<file path="config.mk">
export PLATFORM = sky130hd
export DESIGN_NAME = rdf_quad_term_boundary_finder
export DESIGN_NICKNAME = d
export VERILOG_FILES = /design/src/sv/rdfqtbf_pkg.sv /design/src/sv/rdfqtbf_front.sv /design/src/sv/rdfqtbf_queue.sv /design/src/sv/rdfqtbf_back.sv /design/src/sv/rdf_quad_term_boundary_finder.sv
export SDC_FILE = /design/constraint.sdc
export NUM_CORES = 1
export LEC_CHECK = 0
export BUFFER_PORTS_ARGS = -buffer_cell sky130_fd_sc_hd__buf_2
export CORE_ASPECT_RATIO = 1.1
export CORE_MARGIN = 1.5
export CORE_UTILIZATION = 41
export DETAILED_ROUTE_END_ITERATION = 8
export GPL_ROUTABILITY_DRIVEN = 0
export PLACE_DENSITY = 0.64
export SETUP_SLACK_MARGIN = 0.5
export SLEW_MARGIN = 20
export SYNTH_ARGS = -nofsm -noshare
export SYNTH_HDL_FRONTEND = slang
export SYNTH_SLANG_ARGS = --single-unit
</file>
<file path="constraint.sdc">
create_clock -name clk_i -period 5.35 [get_ports clk_i]
set_input_delay 0.535 -clock clk_i [delete_from_list [all_inputs] [get_ports clk_i]]
set_output_delay 0.535 -clock clk_i [all_outputs]
set_load 0.05 [all_outputs]
</file>
<file path="src/sv/rdfqtbf_pkg.sv">
// Shared types and character constants for the N-Quads term boundary finder.
`timescale 1ns / 1ps
`default_nettype none

package rdfqtbf_pkg;

  // Characters that steer the term search
  localparam logic [7:0] CH_LT    = 8'h3C;  // '<'
  localparam logic [7:0] CH_GT    = 8'h3E;  // '>'
  localparam logic [7:0] CH_QUOTE = 8'h22;  // '"'
  localparam logic [7:0] CH_UNDER = 8'h5F;  // '_'
  localparam logic [7:0] CH_SPACE = 8'h20;  // ' '
  localparam logic [7:0] CH_BSL   = 8'h5C;  // backslash

  localparam int unsigned SLOT_BITS = 3;
  localparam int unsigned POS_OUT_BITS = 16;

  // Entries in the queue between the front and the back
  localparam int unsigned QUEUE_DEPTH = 4;

  typedef enum logic [2:0] {
    MODE_IDLE  = 3'd0,
    MODE_IRI   = 3'd1,
    MODE_LIT   = 3'd2,
    MODE_BLANK = 3'd3,
    MODE_QUAL  = 3'd4
  } mode_e;

  // One request: a character of the line
  typedef struct packed {
    logic [7:0] char_code;
    logic       line_end;
  } req_t;

  // One result: a term boundary
  typedef struct packed {
    logic [SLOT_BITS-1:0]    slot;
    logic [POS_OUT_BITS-1:0] position;
    logic                    last_of_run;
  } res_t;

  // All boundaries caused by one request (one or two)
  typedef struct packed {
    logic                    two;
    logic [SLOT_BITS-1:0]    slot0;
    logic [POS_OUT_BITS-1:0] pos0;
    logic [SLOT_BITS-1:0]    slot1;
    logic [POS_OUT_BITS-1:0] pos1;
  } qent_t;

endpackage

`default_nettype wire

</file>
<file path="src/sv/rdfqtbf_front.sv">
// Front end: takes characters, tracks the search mode and finds boundaries.
`timescale 1ns / 1ps
`default_nettype none

module rdfqtbf_front import rdfqtbf_pkg::*; #(
  parameter int unsigned MAX_SLOTS     = 8,
  parameter int unsigned POSITION_BITS = 16
) (
  input  wire logic  clk_i,
  input  wire logic  rst_ni,
  input  wire logic  accept_i,
  input  wire req_t  req_i,
  output logic       q_push_o,
  output qent_t      q_data_o
);

  localparam int unsigned PW = POSITION_BITS;
  localparam int unsigned SW = $clog2(MAX_SLOTS + 1);

  typedef struct packed {
    mode_e         mode;
    logic          par;
    logic          hit;
    logic [PW-1:0] pos;
  } jres_t;

  mode_e         mode_q, mode_d;
  logic [7:0]    held_q, held_d;
  logic          held_valid_q, held_valid_d;
  logic          par_q, par_d;
  logic [SW-1:0] slot_q, slot_d;
  logic [PW-1:0] pos_q, pos_d;

  jres_t         j0, j1;
  mode_e         m1;
  logic          p1;
  logic          e0, e1;
  logic [SW-1:0] s1;
  logic [PW-1:0] prev;

  function automatic logic [PW-1:0] end_before(logic [PW-1:0] pos);
    return (pos == '0) ? '0 : pos - PW'(1);
  endfunction

  function automatic logic [POS_OUT_BITS-1:0] to_out(logic [PW-1:0] pos);
    logic [PW+POS_OUT_BITS-1:0] wide;
    wide = {{POS_OUT_BITS{1'b0}}, pos};
    return wide[POS_OUT_BITS-1:0];
  endfunction

  // Judge one character against the mode, given whether its successor is a space
  function automatic jres_t judge(mode_e m, logic par, logic [7:0] c, logic nsp,
                                  logic [PW-1:0] pos);
    jres_t r;
    r.mode = m;
    r.hit  = 1'b0;
    r.pos  = pos;
    unique case (m)
      MODE_IDLE: begin
        if (c == CH_LT) begin
          r.hit = 1'b1; r.mode = MODE_IRI;
        end else if (c == CH_QUOTE) begin
          r.hit = 1'b1; r.mode = MODE_LIT;
        end else if (c == CH_UNDER) begin
          r.hit = 1'b1; r.mode = MODE_BLANK;
        end
      end
      MODE_IRI: begin
        if (c == CH_GT && nsp) begin
          r.hit = 1'b1; r.mode = MODE_IDLE;
        end
      end
      MODE_BLANK, MODE_QUAL: begin
        if (c == CH_SPACE) begin
          r.hit = 1'b1; r.mode = MODE_IDLE; r.pos = end_before(pos);
        end
      end
      MODE_LIT: begin
        if (c == CH_QUOTE && !par) begin
          if (nsp) begin
            r.hit = 1'b1; r.mode = MODE_IDLE;
          end else begin
            r.mode = MODE_QUAL;
          end
        end
      end
      default: r.mode = MODE_IDLE;
    endcase
    r.par = (c == CH_BSL) ? ~par : 1'b0;
    return r;
  endfunction

  always_comb begin
    prev = pos_q - PW'(1);
    // Held character, judged with the incoming one as lookahead
    j0 = judge(mode_q, par_q, held_q, req_i.char_code == CH_SPACE, prev);
    m1 = held_valid_q ? j0.mode : mode_q;
    p1 = held_valid_q ? j0.par : par_q;
    // Incoming character on a line end, lookahead counts as not a space
    j1 = judge(m1, p1, req_i.char_code, 1'b0, pos_q);

    e0 = held_valid_q && j0.hit && (slot_q < SW'(MAX_SLOTS));
    s1 = slot_q + SW'(e0);
    e1 = req_i.line_end && j1.hit && (s1 < SW'(MAX_SLOTS));

    q_push_o       = accept_i && (e0 || e1);
    q_data_o.two   = e0 && e1;
    q_data_o.slot0 = slot_q[SLOT_BITS-1:0];
    q_data_o.pos0  = e0 ? to_out(j0.pos) : to_out(j1.pos);
    q_data_o.slot1 = s1[SLOT_BITS-1:0];
    q_data_o.pos1  = to_out(j1.pos);
  end

  always_comb begin
    mode_d       = mode_q;
    held_d       = held_q;
    held_valid_d = held_valid_q;
    par_d        = par_q;
    slot_d       = slot_q;
    pos_d        = pos_q;
    if (accept_i) begin
      if (req_i.line_end) begin
        // Clear everything for the next line
        mode_d       = MODE_IDLE;
        held_d       = '0;
        held_valid_d = 1'b0;
        par_d        = 1'b0;
        slot_d       = '0;
        pos_d        = '0;
      end else begin
        mode_d       = m1;
        par_d        = p1;
        held_d       = req_i.char_code;
        held_valid_d = 1'b1;
        slot_d       = s1;
        pos_d        = pos_q + PW'(1);
      end
    end
  end

  always_ff @(posedge clk_i or negedge rst_ni) begin
    if (!rst_ni) begin
      mode_q       <= MODE_IDLE;
      held_q       <= '0;
      held_valid_q <= 1'b0;
      par_q        <= 1'b0;
      slot_q       <= '0;
      pos_q        <= '0;
    end else begin
      mode_q       <= mode_d;
      held_q       <= held_d;
      held_valid_q <= held_valid_d;
      par_q        <= par_d;
      slot_q       <= slot_d;
      pos_q        <= pos_d;
    end
  end

  a_slot_bound: assert property (@(posedge clk_i) disable iff (!rst_ni)
    slot_q <= SW'(MAX_SLOTS))
    else $error("slot count beyond limit");

  a_line_clear: assert property (@(posedge clk_i) disable iff (!rst_ni)
    accept_i && req_i.line_end |=> !held_valid_q && slot_q == '0 && pos_q == '0)
    else $error("state not cleared after line end");

  a_two_needs_hold: assert property (@(posedge clk_i) disable iff (!rst_ni)
    q_push_o && q_data_o.two |-> held_valid_q && req_i.line_end)
    else $error("two boundaries without held character and line end");

endmodule

`default_nettype wire

</file>
<file path="src/sv/rdfqtbf_queue.sv">
// Short queue of boundary groups between the front and the back.
`timescale 1ns / 1ps
`default_nettype none

module rdfqtbf_queue import rdfqtbf_pkg::*; (
  input  wire logic  clk_i,
  input  wire logic  rst_ni,
  input  wire logic  push_i,
  input  wire qent_t data_i,
  output logic       full_o,
  input  wire logic  pop_i,
  output qent_t      data_o,
  output logic       empty_o
);

  localparam int unsigned AW = $clog2(QUEUE_DEPTH);
  localparam int unsigned CW = $clog2(QUEUE_DEPTH + 1);

  qent_t         mem_q [QUEUE_DEPTH];
  logic [AW-1:0] wp_q, wp_d, rp_q, rp_d;
  logic [CW-1:0] cnt_q, cnt_d;
  logic          do_push, do_pop;

  assign full_o  = (cnt_q == CW'(QUEUE_DEPTH));
  assign empty_o = (cnt_q == '0);
  assign data_o  = mem_q[rp_q];
  assign do_push = push_i && !full_o;
  assign do_pop  = pop_i && !empty_o;

  always_comb begin
    wp_d  = do_push ? ((wp_q == AW'(QUEUE_DEPTH - 1)) ? '0 : wp_q + AW'(1)) : wp_q;
    rp_d  = do_pop ? ((rp_q == AW'(QUEUE_DEPTH - 1)) ? '0 : rp_q + AW'(1)) : rp_q;
    cnt_d = cnt_q + CW'(do_push) - CW'(do_pop);
  end

  always_ff @(posedge clk_i) begin
    if (do_push) begin
      mem_q[wp_q] <= data_i;
    end
  end

  always_ff @(posedge clk_i or negedge rst_ni) begin
    if (!rst_ni) begin
      wp_q  <= '0;
      rp_q  <= '0;
      cnt_q <= '0;
    end else begin
      wp_q  <= wp_d;
      rp_q  <= rp_d;
      cnt_q <= cnt_d;
    end
  end

  a_no_overflow: assert property (@(posedge clk_i) disable iff (!rst_ni)
    !(push_i && full_o))
    else $error("push into full queue");

  a_no_underflow: assert property (@(posedge clk_i) disable iff (!rst_ni)
    !(pop_i && empty_o))
    else $error("pop from empty queue");

  a_count_bound: assert property (@(posedge clk_i) disable iff (!rst_ni)
    cnt_q <= CW'(QUEUE_DEPTH))
    else $error("queue count beyond depth");

endmodule

`default_nettype wire

</file>
<file path="src/sv/rdfqtbf_back.sv">
// Back end: splits boundary groups into single results behind an output register.
`timescale 1ns / 1ps
`default_nettype none

module rdfqtbf_back import rdfqtbf_pkg::*; (
  input  wire logic  clk_i,
  input  wire logic  rst_ni,
  input  wire logic  q_empty_i,
  input  wire qent_t q_data_i,
  output logic       q_pop_o,
  output logic       empty_o,
  input  wire logic  pop_i,
  output res_t       res_o
);

  logic  valid_q, valid_d;
  qent_t ent_q, ent_d;
  logic  sel_q, sel_d;
  logic  last_part, taken;

  assign last_part = sel_q || !ent_q.two;
  assign taken     = valid_q && pop_i;
  assign q_pop_o   = !q_empty_i && (!valid_q || (taken && last_part));
  assign empty_o   = !valid_q;

  always_comb begin
    res_o.slot        = sel_q ? ent_q.slot1 : ent_q.slot0;
    res_o.position    = sel_q ? ent_q.pos1 : ent_q.pos0;
    res_o.last_of_run = last_part;
  end

  always_comb begin
    valid_d = valid_q;
    ent_d   = ent_q;
    sel_d   = sel_q;
    if (taken && !last_part) begin
      // Advance to the second boundary of the group
      sel_d = 1'b1;
    end else if (!valid_q || taken) begin
      valid_d = q_pop_o;
      sel_d   = 1'b0;
      if (q_pop_o) begin
        ent_d = q_data_i;
      end
    end
  end

  always_ff @(posedge clk_i) begin
    ent_q <= ent_d;
  end

  always_ff @(posedge clk_i or negedge rst_ni) begin
    if (!rst_ni) begin
      valid_q <= 1'b0;
      sel_q   <= 1'b0;
    end else begin
      valid_q <= valid_d;
      sel_q   <= sel_d;
    end
  end

  a_sel_needs_two: assert property (@(posedge clk_i) disable iff (!rst_ni)
    valid_q && sel_q |-> ent_q.two)
    else $error("second boundary selected in single group");

  a_pop_not_empty: assert property (@(posedge clk_i) disable iff (!rst_ni)
    q_pop_o |-> !q_empty_i)
    else $error("back pops empty queue");

  a_advance: assert property (@(posedge clk_i) disable iff (!rst_ni)
    taken && !last_part |=> valid_q && sel_q)
    else $error("second boundary not presented");

endmodule

`default_nettype wire

</file>
<file path="src/sv/rdf_quad_term_boundary_finder.sv">
// A boundary passes from the front through the queue into the back end's output register before it shows on res_o.
// Throughput: one request per cycle while the queue is not full; results leave
//   one per cycle while pop_i is high, the two boundaries of a request in turn.
// full_o rises only when the four-group queue between front and back is full.
// Reset (rst_ni low, asynchronous) clears search mode, hold, counters and queue.
`timescale 1ns / 1ps
`default_nettype none

module rdf_quad_term_boundary_finder import rdfqtbf_pkg::*; #(
  parameter int unsigned MAX_SLOTS     = 8,
  parameter int unsigned POSITION_BITS = 16
) (
  input  wire logic clk_i,
  input  wire logic rst_ni,
  // Request side: one character of the line
  input  wire logic push_i,
  output logic      full_o,
  input  wire req_t req_i,
  // Result side: one term boundary
  output logic      empty_o,
  input  wire logic pop_i,
  output res_t      res_o
);

  // Queue handshake between the front and the back
  logic  q_push, q_pop, q_full, q_empty;
  qent_t q_wdata, q_rdata;
  logic  accept;

  // Accept whenever the queue has room; a request with no boundary still goes in
  assign full_o = q_full;
  assign accept = push_i && !q_full;

  // Front: judge each held character against its lookahead, number boundaries
  rdfqtbf_front #(
    .MAX_SLOTS    (MAX_SLOTS),
    .POSITION_BITS(POSITION_BITS)
  ) u_front (
    .clk_i   (clk_i),
    .rst_ni  (rst_ni),
    .accept_i(accept),
    .req_i   (req_i),
    .q_push_o(q_push),
    .q_data_o(q_wdata)
  );

  // Queue: hold groups of one or two boundaries so each side stalls on its own
  rdfqtbf_queue u_queue (
    .clk_i  (clk_i),
    .rst_ni (rst_ni),
    .push_i (q_push),
    .data_i (q_wdata),
    .full_o (q_full),
    .pop_i  (q_pop),
    .data_o (q_rdata),
    .empty_o(q_empty)
  );

  // Back: present boundaries one at a time from an output register
  rdfqtbf_back u_back (
    .clk_i    (clk_i),
    .rst_ni   (rst_ni),
    .q_empty_i(q_empty),
    .q_data_i (q_rdata),
    .q_pop_o  (q_pop),
    .empty_o  (empty_o),
    .pop_i    (pop_i),
    .res_o    (res_o)
  );

endmodule

`default_nettype wire
</file>
# --- Word level (Yosys, flattened, before mapping) ---
# Memories as Yosys holds them, arrays and structs flattened. A register that Yosys moved wholly into a read port is not among the register bits.
# Cells that the tools add are included.
# Widths: inputs -> output; s select.
op_classes:
  eq_ne: 19
  magnitude_cmp: 2
  n_addsub: 8
  reduce_logical: 37
  mux: 43
  n_bitwise: 2
ops:
  columns: ["op", "n"]
  rows:
  - ["$mux 16", 7]
  - ["$eq 8x6->1 const B", 7]
  - ["$mux 17", 2]
  - ["$logic_not 16->1", 2]
  - ["$sub 16x1->16 const B", 2]
  - ["$mux 3", 10]
  - ["$eq 8x7->1 const B", 3]
  - ["$mux 1", 17]
  - ["$add 16x1->16 const B", 1]
  - ["$logic_and 1x1->1", 15]
  - ["$pmux 3 s4", 1]
  - ["$eq 3x2->1 const B", 3]
  - ["$eq 3x3->1 const B", 3]
  - ["$logic_not 3->1", 3]
  - ["$lt 4x4->1 const B", 2]
  - ["$mux 8", 1]
  - ["$logic_not 1->1", 6]
  - ["$add 2x1->2 const B", 2]
  - ["$add 4x1->4", 1]
  - ["$eq 2x2->1 const B", 2]
  - ["$logic_or 1x1->1", 4]
  - ["$mux 2", 2]
  - ["$mux 4", 1]
  - ["$pmux 1 s4", 1]
  - ["other kinds (9)", 13]
totals:
  reg_bits: 42
  input_bits: 13
  ramBits: 156
  word_cells: 123
  memories: 1
  out_inout_bits: 22
memory_table:
  columns: ["name", "depth", "word_bits", "rd", "rd_ports_with_merged_regs", "wr", "line", "text"]
  rows:
  - ["u_queue.mem_q", 4, 39, 1, 1, 1, "rdfqtbf_queue.sv:19", "qent_t mem_q [QUEUE_DEPTH];"]

# --- Longest topological paths before layout ---
# Gate-level depths: netlist of run 1.
logic_depth:
  depth_word: 16
  depth_mapped: 15
  ltp_nobuf: 13

# --- Cells and area by module ---
# From an unflattened synthesis of run 1, not the netlist that was laid out.
hier_totals:
  cells_unflattened: 795
  area_unflattened_um2: 11399.7
modules_own_cells:
  columns: ["module", "area_per_inst_um2", "seq_area_each_um2", "n_inst", "cells_per_inst"]
  rows:
  - ["rdfqtbf_queue", 6127.1, 4859.7, 1, 243]
  - ["rdfqtbf_front", 3726.1, 825.8, 1, 477]
  - ["rdfqtbf_back", 1532.7, 1221.2, 1, 74]
  - ["rdf_quad_term_boundary_finder", 13.8, 0.0, 1, 1]

# --- Worst setup path after synthesis of run 1 ---
# Ideal clock, no wire load.
synth_timing:
  kind: "input to register"
  from: "input port req_i[2] (netlist name)"
  to: "memory u_queue.mem_q[3][0] (netlist name) (enable)"
  stages: 12
  n_path_buf: 1
  arrival_time_ns: 3.962
  setup_ns: 0.400
  required_ns: 4.950
  slack_ns: 0.988
  cell_sequence: "nor4b_1 a41oi_1 or3_1 o32a_1 inv_1 buf_2 ha_1 nand3_1 xor2_1 a21oi_1 a211oi_2 and2_1"
synth_between:
  elab_chain_len: 15
  word_cells_on_any_way: 34
  cone_classes: "add/sub (1); order compare (1); eq/ne (6); mux (16); reduce/logical (10)"
synth_rtl:
  columns: ["item", "line", "text"]
  rows:
  - ["from (decl)", "rdf_quad_term_boundary_finder.sv:18", "input wire req_t req_i,"]
  - ["parallel branches: the longest is 10 deep, another holds $add 4x1->4", null, null]
  - ["$logic_or 1x1->1 *", "rdfqtbf_front.sv:106", "q_push_o = accept_i && (e0 || e1);"]
  - ["$logic_and 1x1->1 *", "rdfqtbf_front.sv:106", null]
  - ["$logic_and 1x1->1 *", "rdfqtbf_queue.sv:27", "assign do_push = push_i && !full_o;"]
  - ["net u_queue.do_push", "rdfqtbf_queue.sv:22", "logic do_push, do_pop;"]
  - ["$mux 1 *", "rdfqtbf_queue.sv:37", "if (do_push) begin"]
  - ["$mux 1 (implied by the code) *", "rdfqtbf_queue.sv:38", "mem_q[wp_q] <= data_i;"]
  - ["to (decl)", "rdfqtbf_queue.sv:19", null]
# Mark *: on every way through the listed nets, which the timed path passes.

# --- Worst setup path after layout of run 1 ---
layout_timing:
  from: "register u_front.held_q[2]"
  to: "memory u_queue.mem_q[3][7] (netlist name) (enable)"
layout_between:
  elab_chain_len: 16
  word_cells_on_any_way: 38
  cone_classes: "add/sub (1); order compare (1); eq/ne (7); mux (18); reduce/logical (11)"
layout_rtl:
  columns: ["item", "line", "text"]
  rows:
  - ["from (decl)", "rdfqtbf_front.sv:28", "logic [7:0] held_q, held_d;"]
  - ["from (signal assigned)", "rdfqtbf_front.sv:151", "held_q <= held_d;"]
  - ["parallel branches: the longest is 11 deep, another holds $add 4x1->4", null, null]
  - ["$logic_or 1x1->1 *", "rdfqtbf_front.sv:106", null]
  - ["$logic_and 1x1->1 *", "rdfqtbf_front.sv:106", null]
  - ["$logic_and 1x1->1 *", "rdfqtbf_queue.sv:27", null]
  - ["net u_queue.do_push", "rdfqtbf_queue.sv:22", null]
  - ["$mux 1 *", "rdfqtbf_queue.sv:37", null]
  - ["$mux 1 (implied by the code) *", "rdfqtbf_queue.sv:38", null]
# Marks and branches as above.

==> insert_results.sql, run 1 <==
INSERT INTO impl_metrics (metric_group, metric, value, unit) VALUES
('yosys', 'synth_top_area_share', '52.7', '%'),
('die', 'die_y', '176', 'um'),
('yosys', 'yosys_most_used_dff', 'sky130_fd_sc_hd__edfxtp_1', ''),
('grt', 'maximum_number_of_pins_on_one_net_before_global_route_repair', '59', ''),
('setup_path', 'worstReg2RegStart', 'u_front.held_q[2]$_DFFE_PN0P_', ''),
('setup_path', 'reg2reg_depth', '12', ''),
('yosys', 'post_synth.cell_area_avg', '13.8', 'um^2'),
('setup_path', 'timing.critical_path.arrival', '4.53', 'ns'),
('layout', 'antenna_cells', '0', ''),
('route', 'wl_per_cell', '17.7', 'um'),
('die', 'fp-row-count', '63', ''),
('die', 'die_width', '160', 'um'),
('power_and_ir_drop', 'power.combinational.fraction', '32.8', '%'),
('grt', 'globalRoute.busiestLayer', 'met2', ''),
('yosys', 'synthArstFlopShare', '17.7', '%'),
('clock_network', 'clock_tree.buffer_depth', '3', ''),
('yosys', 'post_synth_inst_count', '806', ''),
('yosys', 'ys_ff_latch', '237', ''),
('timing', 'unrepaired_setup_endpoints_after_global_routing', 'false', ''),
('setup_path', 'timing.critical_path.fanout_max', '20', ''),
('timing', 'final_period_minus_worst_setup_slack', '4.32', 'ns'),
('route', 'antenna_violating_nets_post_route', '0', ''),
('yosys', 'synthMostInstantiatedCell', 'sky130_fd_sc_hd__edfxtp_1', ''),
('timing', 'final_min_period_over_clock_period', '80.7', '%'),
('yosys', 'net_count_after_synthesis', '833', ''),
('clock_network', 'numCtsBuffers', '24', ''),
('die', 'floorplan.io_pins', '35', ''),
('timing', 'timing.fmax', '232', 'MHz'),
('power_and_ir_drop', 'pwr_density_cell', '506', 'nW/um^2'),
('grt', 'globalRouteMet3Util', '2.10', '%'),
('run_status', 'outcome', 'completed', ''),
('layout', 'final_area', '12300', 'um^2'),
('yosys', 'syn_area', '11100', 'um^2'),
('place', 'port_buffers', '34', ''),
('timing', 'finalSetupTns', '0', 'ns'),
('route', 'vias', '6534', ''),
('clock_network', 'cts_resized', '0', ''),
('flow_run', 'max_cap_check_violation_count', '0', ''),
('grt', 'globalRouteOverflowTotal', '0', ''),
('grt', 'grt_first_pass_wirelength', '34.4', 'mm'),
('setup_path', 'timing.critical_path.to_type', 'register', ''),
('die', 'initial_core_util', '41.5', '%'),
('yosys', 'synthDominantAreaCellType', 'sky130_fd_sc_hd__edfxtp_1', ''),
('power_and_ir_drop', 'pleak', '4.28', 'nW'),
('power_and_ir_drop', 'power_dissipated_by_switching_net_loads', '2.25', 'mW'),
('grt', 'grt_antenna_before_repair', '0', ''),
('clock_network', 'cts_setup_buffers', '0', ''),
('grt', 'global_route_met2_utilization', '25.3', '%'),
('route', 'drc', '0', ''),
('power_and_ir_drop', 'power_switching_share', '36.2', '%'),
('min_path', 'hold_path_class', 'input port to asynchronous set/reset pin', ''),
('layout', 'syn2layout_area_growth', '10.7', '%'),
('setup_path', 'start_kind', 'register', ''),
('power_and_ir_drop', 'p_int', '3.98', 'mW'),
('layout', 'design.final.nets', '844', ''),
('timing', 'worst_pin_slew', '0.975', 'ns'),
('yosys', 'synth_cell_types', '80', ''),
('timing', 'max-slew-margin-rel', '34.4', '%'),
('grt', 'grt_use_met1', '20.9', '%'),
('clock_network', 'tritoncts', 'yes', ''),
('clock_network', 'cts_sinks', '237', ''),
('place', 'place.detailed.hpwl', '13.8', 'mm'),
('setup_path', 'cp_data_required_time', '5.56', 'ns'),
('layout', 'final_layout_size_suffix_gt1_share', '20.3', '%'),
('yosys', 'ys.warnings.count', '0', ''),
('setup_path', 'critPathKind', 'register to register', ''),
('clock_network', 'htreeDepth', '1', ''),
('route', 'vias_per_cell', '5.49', ''),
('power_and_ir_drop', 'worst_ir_drop_vdd', '0.231', 'mV'),
('place', 'instance_area_after_placement', '11600', 'um^2'),
('clock_network', 'cts-hold-fix-buffers', '0', '');
==> cells in the final DEF, fill, tap and decap left out, types with 4 or more instances in the layout <==
cell type                     n
sky130_fd_sc_hd__a22o_1       4
sky130_fd_sc_hd__o31ai_1     13
sky130_fd_sc_hd__inv_1       22
sky130_fd_sc_hd__mux2_2      25
sky130_fd_sc_hd__nand3_1     10
sky130_fd_sc_hd__a211oi_1     5
sky130_fd_sc_hd__nor2b_1      4
sky130_fd_sc_hd__a21oi_1     22
sky130_fd_sc_hd__xor2_1       9
sky130_fd_sc_hd__and3_1       4
sky130_fd_sc_hd__a31oi_1      6
sky130_fd_sc_hd__and3b_1      4
sky130_fd_sc_hd__and2_2       4
sky130_fd_sc_hd__a32oi_1      4
sky130_fd_sc_hd__nor4_1       9
sky130_fd_sc_hd__edfxtp_1   195
sky130_fd_sc_hd__nand2_1     66
sky130_fd_sc_hd__nand3b_1     4
sky130_fd_sc_hd__nor3_1      20
sky130_fd_sc_hd__ha_1        13
sky130_fd_sc_hd__or3_1        9
sky130_fd_sc_hd__nor3b_1      5
sky130_fd_sc_hd__mux2i_1      5
sky130_fd_sc_hd__nand4_1      4
sky130_fd_sc_hd__buf_4        9
sky130_fd_sc_hd__mux4_2      39
sky130_fd_sc_hd__or2_2        5
sky130_fd_sc_hd__dfrtp_1     41
sky130_fd_sc_hd__xnor2_1     10
sky130_fd_sc_hd__clkbuf_1     6
sky130_fd_sc_hd__clkinv_1     4
sky130_fd_sc_hd__nand4b_1     4
sky130_fd_sc_hd__clkbuf_16   24
sky130_fd_sc_hd__buf_2       33
sky130_fd_sc_hd__o21ai_0     55
sky130_fd_sc_hd__nand2b_1    16
sky130_fd_sc_hd__nor2_1      43
==> worst max-delay path by stage <==
stage | startpoint | end | slack (ns) | cells after the start
global route | u_front.held_q[2]$_DFFE_PN0P_ | u_queue.mem_q[3][7]$_DFFE_PP_ | 0.50 | 12
finish | u_front.held_q[2]$_DFFE_PN0P_ | u_queue.mem_q[3][7]$_DFFE_PP_ | 1.03 | 12
CTS | u_front.held_q[2]$_DFFE_PN0P_ | u_queue.mem_q[3][7]$_DFFE_PP_ | 1.02 | 12
floorplan | req_i[2] | u_queue.mem_q[3][0]$_DFFE_PP_ | 0.99 | 12
global placement | req_i[1] | u_queue.mem_q[3][21]$_DFFE_PP_ | 0.97 | 13
detailed placement | req_i[4] | u_queue.mem_q[3][2]$_DFFE_PP_ | 0.84 | 13
==> cells by family after synthesis <==
group / synth area share (%)
adders and majority gates: 1.64
AOI/OAI and AO/OA: 9.30
xor gates and xnor gates: 1.50
muxes: 10.9
and+or+nand+nor: 11.5
DFF: 62.2
buffers and inverters: 2.95
==> registers in the layout, indices dropped and copies added (netlist names), 3 cells and up <==
register	cells
u_queue.mem_q	156
u_back.ent_q	39
u_front.pos_q	16
u_front.held_q	8
u_front.slot_q	4
u_front.mode_q	3
u_queue.cnt_q	3
==> power by group through the flow <==
stage	Combinational, mW	Clock, mW	Sequential, mW
detailed placement	2.06	0	2.74
finish	2.04	1.49	2.69
floorplan	1.86	0	2.48
global placement	2.04	0	2.73
global route	2.24	1.60	2.74
CTS	2.07	1.53	2.70
==> area by class of cell <==
cell class / count / area, um^2
clock inverter: 12 / 78.8
clock buffer: 30 / 623
inverter: 22 / 82.6
tap: 357 / 447
fill: 2414 / 14500
timing repair buffer: 44 / 273
sequential: 237 / 6910
multi-input combinational: 488 / 3890
==> metal layers <==
metal  up-vias  share of wire (%)
met4         0                2.0
met2       152                 49
li1       3125                  -
met1      3223                 45
met3        34                4.3
met5         -                  0
==> critical path, stage by stage, from the launching register on <==
cell and delay [ns]:
sky130_fd_sc_hd__dfrtp_1 0.41, sky130_fd_sc_hd__nor4_1 0.75, sky130_fd_sc_hd__a22oi_1 0.24, sky130_fd_sc_hd__o221a_2 0.30
sky130_fd_sc_hd__o32a_1 0.30, sky130_fd_sc_hd__inv_1 0.12, sky130_fd_sc_hd__ha_1 0.19, sky130_fd_sc_hd__nand3_1 0.12
sky130_fd_sc_hd__xor2_1 0.20, sky130_fd_sc_hd__a21oi_1 0.10, sky130_fd_sc_hd__a211oi_2 0.39, sky130_fd_sc_hd__and2_2 0.61
sky130_fd_sc_hd__buf_12 0.26
==> per-stage QoR <==
stage / util [%] / setup slack, ns / total power [mW] / instances / hold slack [ns]
after global placement: 43.3 / 0.972 / 4.77 / 1148 / 0.482
final: 45.9 / 1.03 / 6.23 / 1190 / 0.00332
after CTS: 45.9 / 1.02 / 6.30 / 1190 / 0.220
after floorplan: - / 0.988 / 4.34 / 806 / 0.239
after global routing: 45.9 / 0.502 / 6.58 / 1190 / 0.0461
after detailed placement: 43.3 / 0.840 / 4.80 / 1148 / 0.497
Power figures use the tool's default switching activity.
==> run 2: changes to the inputs <==
==> constraint.sdc (replaced) <==
create_clock -name clk_i -period 4.1 [get_ports clk_i]
set_input_delay 0.41 -clock clk_i [delete_from_list [all_inputs] [get_ports clk_i]]
set_output_delay 0.41 -clock clk_i [all_outputs]
set_load 0.05 [all_outputs]
==> run 2 against run 1 <==
Design area increased by 4.5%. Via count increased by 3.6%. Worst hold slack better by 0.16 ns. Critical endpoint is now u_queue.mem_q[2][30]$_DFFE_PP_. Largest cell class unchanged. Largest power group unchanged. Highest routed layer unchanged.
==> insert_results.sql, run 2 (synthesized netlist as in run 1, its figures left out) <==
INSERT INTO impl_metrics (metric_group, metric, value, unit) VALUES
('run_status', 'outcome', 'completed', ''),
('power_and_ir_drop', 'pleak', '4.56', 'nW'),
('place', 'place.detailed.hpwl', '14.5', 'mm'),
('timing', 'setup_viol', '0', ''),
('power_and_ir_drop', 'pwr_density_cell', '667', 'nW/um^2'),
('route', 'firstDrtPassIters', '5', ''),
('die', 'core-area', '26800', 'um^2'),
('setup_path', 'worstReg2RegStart', 'u_front.pos_q[0]$_DFFE_PN0P_', ''),
('grt', 'maximum_number_of_pins_on_one_net_before_global_route_repair', '59', ''),
('layout', 'final_layout_size_suffix_gt1_share', '26.1', '%'),
('layout', 'postLayoutCoreUtil', '47.9', '%'),
('setup_path', 'cp_data_required_time', '4.34', 'ns'),
('layout', 'most_frequent_cells_in_the_layout', 'sky130_fd_sc_hd__edfxtp_1, sky130_fd_sc_hd__nand2_1, sky130_fd_sc_hd__o21ai_0, sky130_fd_sc_hd__nor2_1, sky130_fd_sc_hd__buf_4', ''),
('min_path', 'hold_path_class', 'input port to register', ''),
('clock_network', 'htreeDepth', '1', ''),
('layout', 'design.final.nets', '883', ''),
('route', 'drc', '0', ''),
('setup_path', 'timing.critical_path.to_type', 'register', ''),
('clock_network', 'clkTransAtPathRegs', '0.06', 'ns'),
('timing', 'finalSetupTns', '0', 'ns'),
('die', 'die_width', '160', 'um'),
('flow_run', 'max_cap_check_violation_count', '0', ''),
('route', 'vias_per_cell', '5.50', ''),
('route', 'wl', '22.6', 'mm'),
('layout', 'instances_no_fill', '1231', ''),
('die', 'die_y', '176', 'um'),
('timing', 'hold_viol_final', '0', ''),
('die', 'floorplan.io_pins', '35', ''),
('timing', 'clock_skew', '0.0119', 'ns'),
('setup_path', 'timing.critical_path.arrival', '3.74', 'ns'),
('power_and_ir_drop', 'worst_ir_drop_vdd', '0.369', 'mV'),
('route', 'vias', '6772', ''),
('power_and_ir_drop', 'power.total', '8.57', 'mW'),
('setup_path', 'cp-endpoint', 'u_queue.mem_q[2][30]$_DFFE_PP_', ''),
('layout', 'syn2layout_area_growth', '15.7', '%'),
('timing', 'timing.fmax', '286', 'MHz'),
('layout', 'layout_commonest_cell', 'sky130_fd_sc_hd__edfxtp_1', ''),
('grt', 'grt_antenna_before_repair', '1', ''),
('die', 'initial_core_util', '41.5', '%'),
('route', 'dr.first_iter.drc_count', '550', ''),
('layout', 'top_register', 'u_queue.mem_q', ''),
('place', 'port_buffers', '34', ''),
('setup_path', 'critical_path_start', 'u_front.pos_q[0]$_DFFE_PN0P_', ''),
('grt', 'grt_first_pass_wirelength', '35.9', 'mm'),
('timing', 'worst_pin_slew', '1.06', 'ns'),
('setup_path', 'timing.critical_path.fanout_max', '11', ''),
('setup_path', 'reg2reg_depth', '11', ''),
('grt', 'gr-usage-all-layers', '16.0', '%'),
('die', 'fp-row-count', '63', ''),
('place', 'dp_cells', '1172', ''),
('setup_path', 'critPathKind', 'register to register', ''),
('clock_network', 'clock_tree.buffer_depth', '3', ''),
('layout', 'largest_registers', 'u_queue.mem_q x156, u_back.ent_q x39, u_front.pos_q x16', ''),
('die', 'fp.dieArea', '28100', 'um^2'),
('clock_network', 'cts_sinks', '237', ''),
('timing', 'final_period_minus_worst_setup_slack', '3.50', 'ns'),
('timing', 'drv_slew', '0', ''),
('layout', 'final_area', '12800', 'um^2'),
('layout', 'largest_reg_flops', '156', ''),
('grt', 'globalRouteOverflowTotal', '0', ''),
('route', 'antenna_violating_nets_post_route', '0', ''),
('timing', 'unrepaired_setup_endpoints_after_global_routing', 'true', ''),
('setup_path', 'start_kind', 'register', ''),
('clock_network', 'clk_root_buffer_cell', 'sky130_fd_sc_hd__clkbuf_16', ''),
('clock_network', 'numCtsBuffers', '25', ''),
('route', 'wl_per_cell', '18.3', 'um'),
('grt', 'grt_pass1_vias', '6761', ''),
('clock_network', 'source_to_sink_clock_delay_at_the_later_pin_of_the_worst_skew_pair', '0.52', 'ns'),
('setup_path', 'ff2ff_setup_slack', '0.60', 'ns'),
('setup_path', 'destination_of_the_worst_register_to_register_timing_path', 'u_queue.mem_q[2][30]$_DFFE_PP_', ''),
('timing', 'final_min_period_over_clock_period', '85.4', '%'),
('layout', 'layout.filler_cells', '2378', ''),
('clock_network', 'tritoncts', 'yes', ''),
('timing', 'max-slew-margin-rel', '29.6', '%'),
('place', 'instance_area_after_placement', '11800', 'um^2');
## run 2: changes by cell type in the layout (fill, tap and decap cells not counted), sizes merged
cell         before  now
inv              22   25
diode             0    1
bufinv            0    3
and2              6    7
clkinv           10    7
dlygate4sd3       0    1
buf              44   79
## run 2: metrics by stage
stage / setup WS (ns) / hold WS (ns)
final: 0.599 / 0.162
after global routing: 0.449 / 0.174
after CTS: 0.522 / 0.156
after detailed placement: 0.179 / 0.503
after global placement: 0.270 / 0.488
after floorplan: 0.507 / 0.114
## run 2: worst min path at each step
stage / start / to / slack, ns / depth (start not counted)
after floorplan: rst_ni / u_back.sel_q$_DFFE_PN0P_ / 0.11 / 0
after global placement: u_front.held_valid_q$_DFFE_PN0P_ / u_front.held_valid_q$_DFFE_PN0P_ / 0.49 / 1
after detailed placement: u_front.held_valid_q$_DFFE_PN0P_ / u_front.held_valid_q$_DFFE_PN0P_ / 0.50 / 1
after CTS: req_i[3] / u_front.held_q[2]$_DFFE_PN0P_ / 0.16 / 3
after global routing: pop_i / u_back.sel_q$_DFFE_PN0P_ / 0.17 / 3
final: pop_i / u_back.sel_q$_DFFE_PN0P_ / 0.16 / 3
## run 2: area by class of cell
type	count	area, um^2	share of cell area (%)
antenna	1	2.50	0.0195
clock buffer	29	641	4.99
clock inverter	15	163	1.27
inverter	22	82.6	0.643
multi-input combinational	489	4000	31.2
sequential	237	6910	53.8
tap	357	447	3.48
timing repair buffer	81	601	4.67
## run 2: timing repair
action,4_1_cts,5_1_grt
setup endpoints to repair,158,205
cloned,1,1
resized for setup,5,17
buffers inserted,8,3
hold endpoints to repair,4,0
hold buffers,1,0
pin swaps,5,1
## run 2: routing by layer
metal	up-vias	GRT usage [%]	share of wire (%)
met3	37	2.34	4.1
met4	0	4.83	2.4
met2	147	27.9	50
met1	3385	20.7	44
met5	-	0	0
li1	3203	-	-
## run 2: worst max-delay path: stages (launching register included)
cell and delay [ns]:
sky130_fd_sc_hd__dfrtp_1 0.34, sky130_fd_sc_hd__inv_1 0.11, sky130_fd_sc_hd__ha_1 0.22, sky130_fd_sc_hd__buf_4 0.18
sky130_fd_sc_hd__or3_4 0.42, sky130_fd_sc_hd__nor3b_2 0.21, sky130_fd_sc_hd__a211oi_2 0.12, sky130_fd_sc_hd__or4_4 0.59
sky130_fd_sc_hd__o41ai_4 0.44, sky130_fd_sc_hd__buf_4 0.22, sky130_fd_sc_hd__a21oi_1 0.04, sky130_fd_sc_hd__a221o_1 0.32
## run 2: power by group
group / switching (mW) / total, mW / internal (mW) / leakage [nW]
combinational: 1.80 / 2.93 / 1.13 / 1.78
clock: 0.897 / 2.21 / 1.31 / 0.386
sequential: 0.345 / 3.44 / 3.09 / 2.39
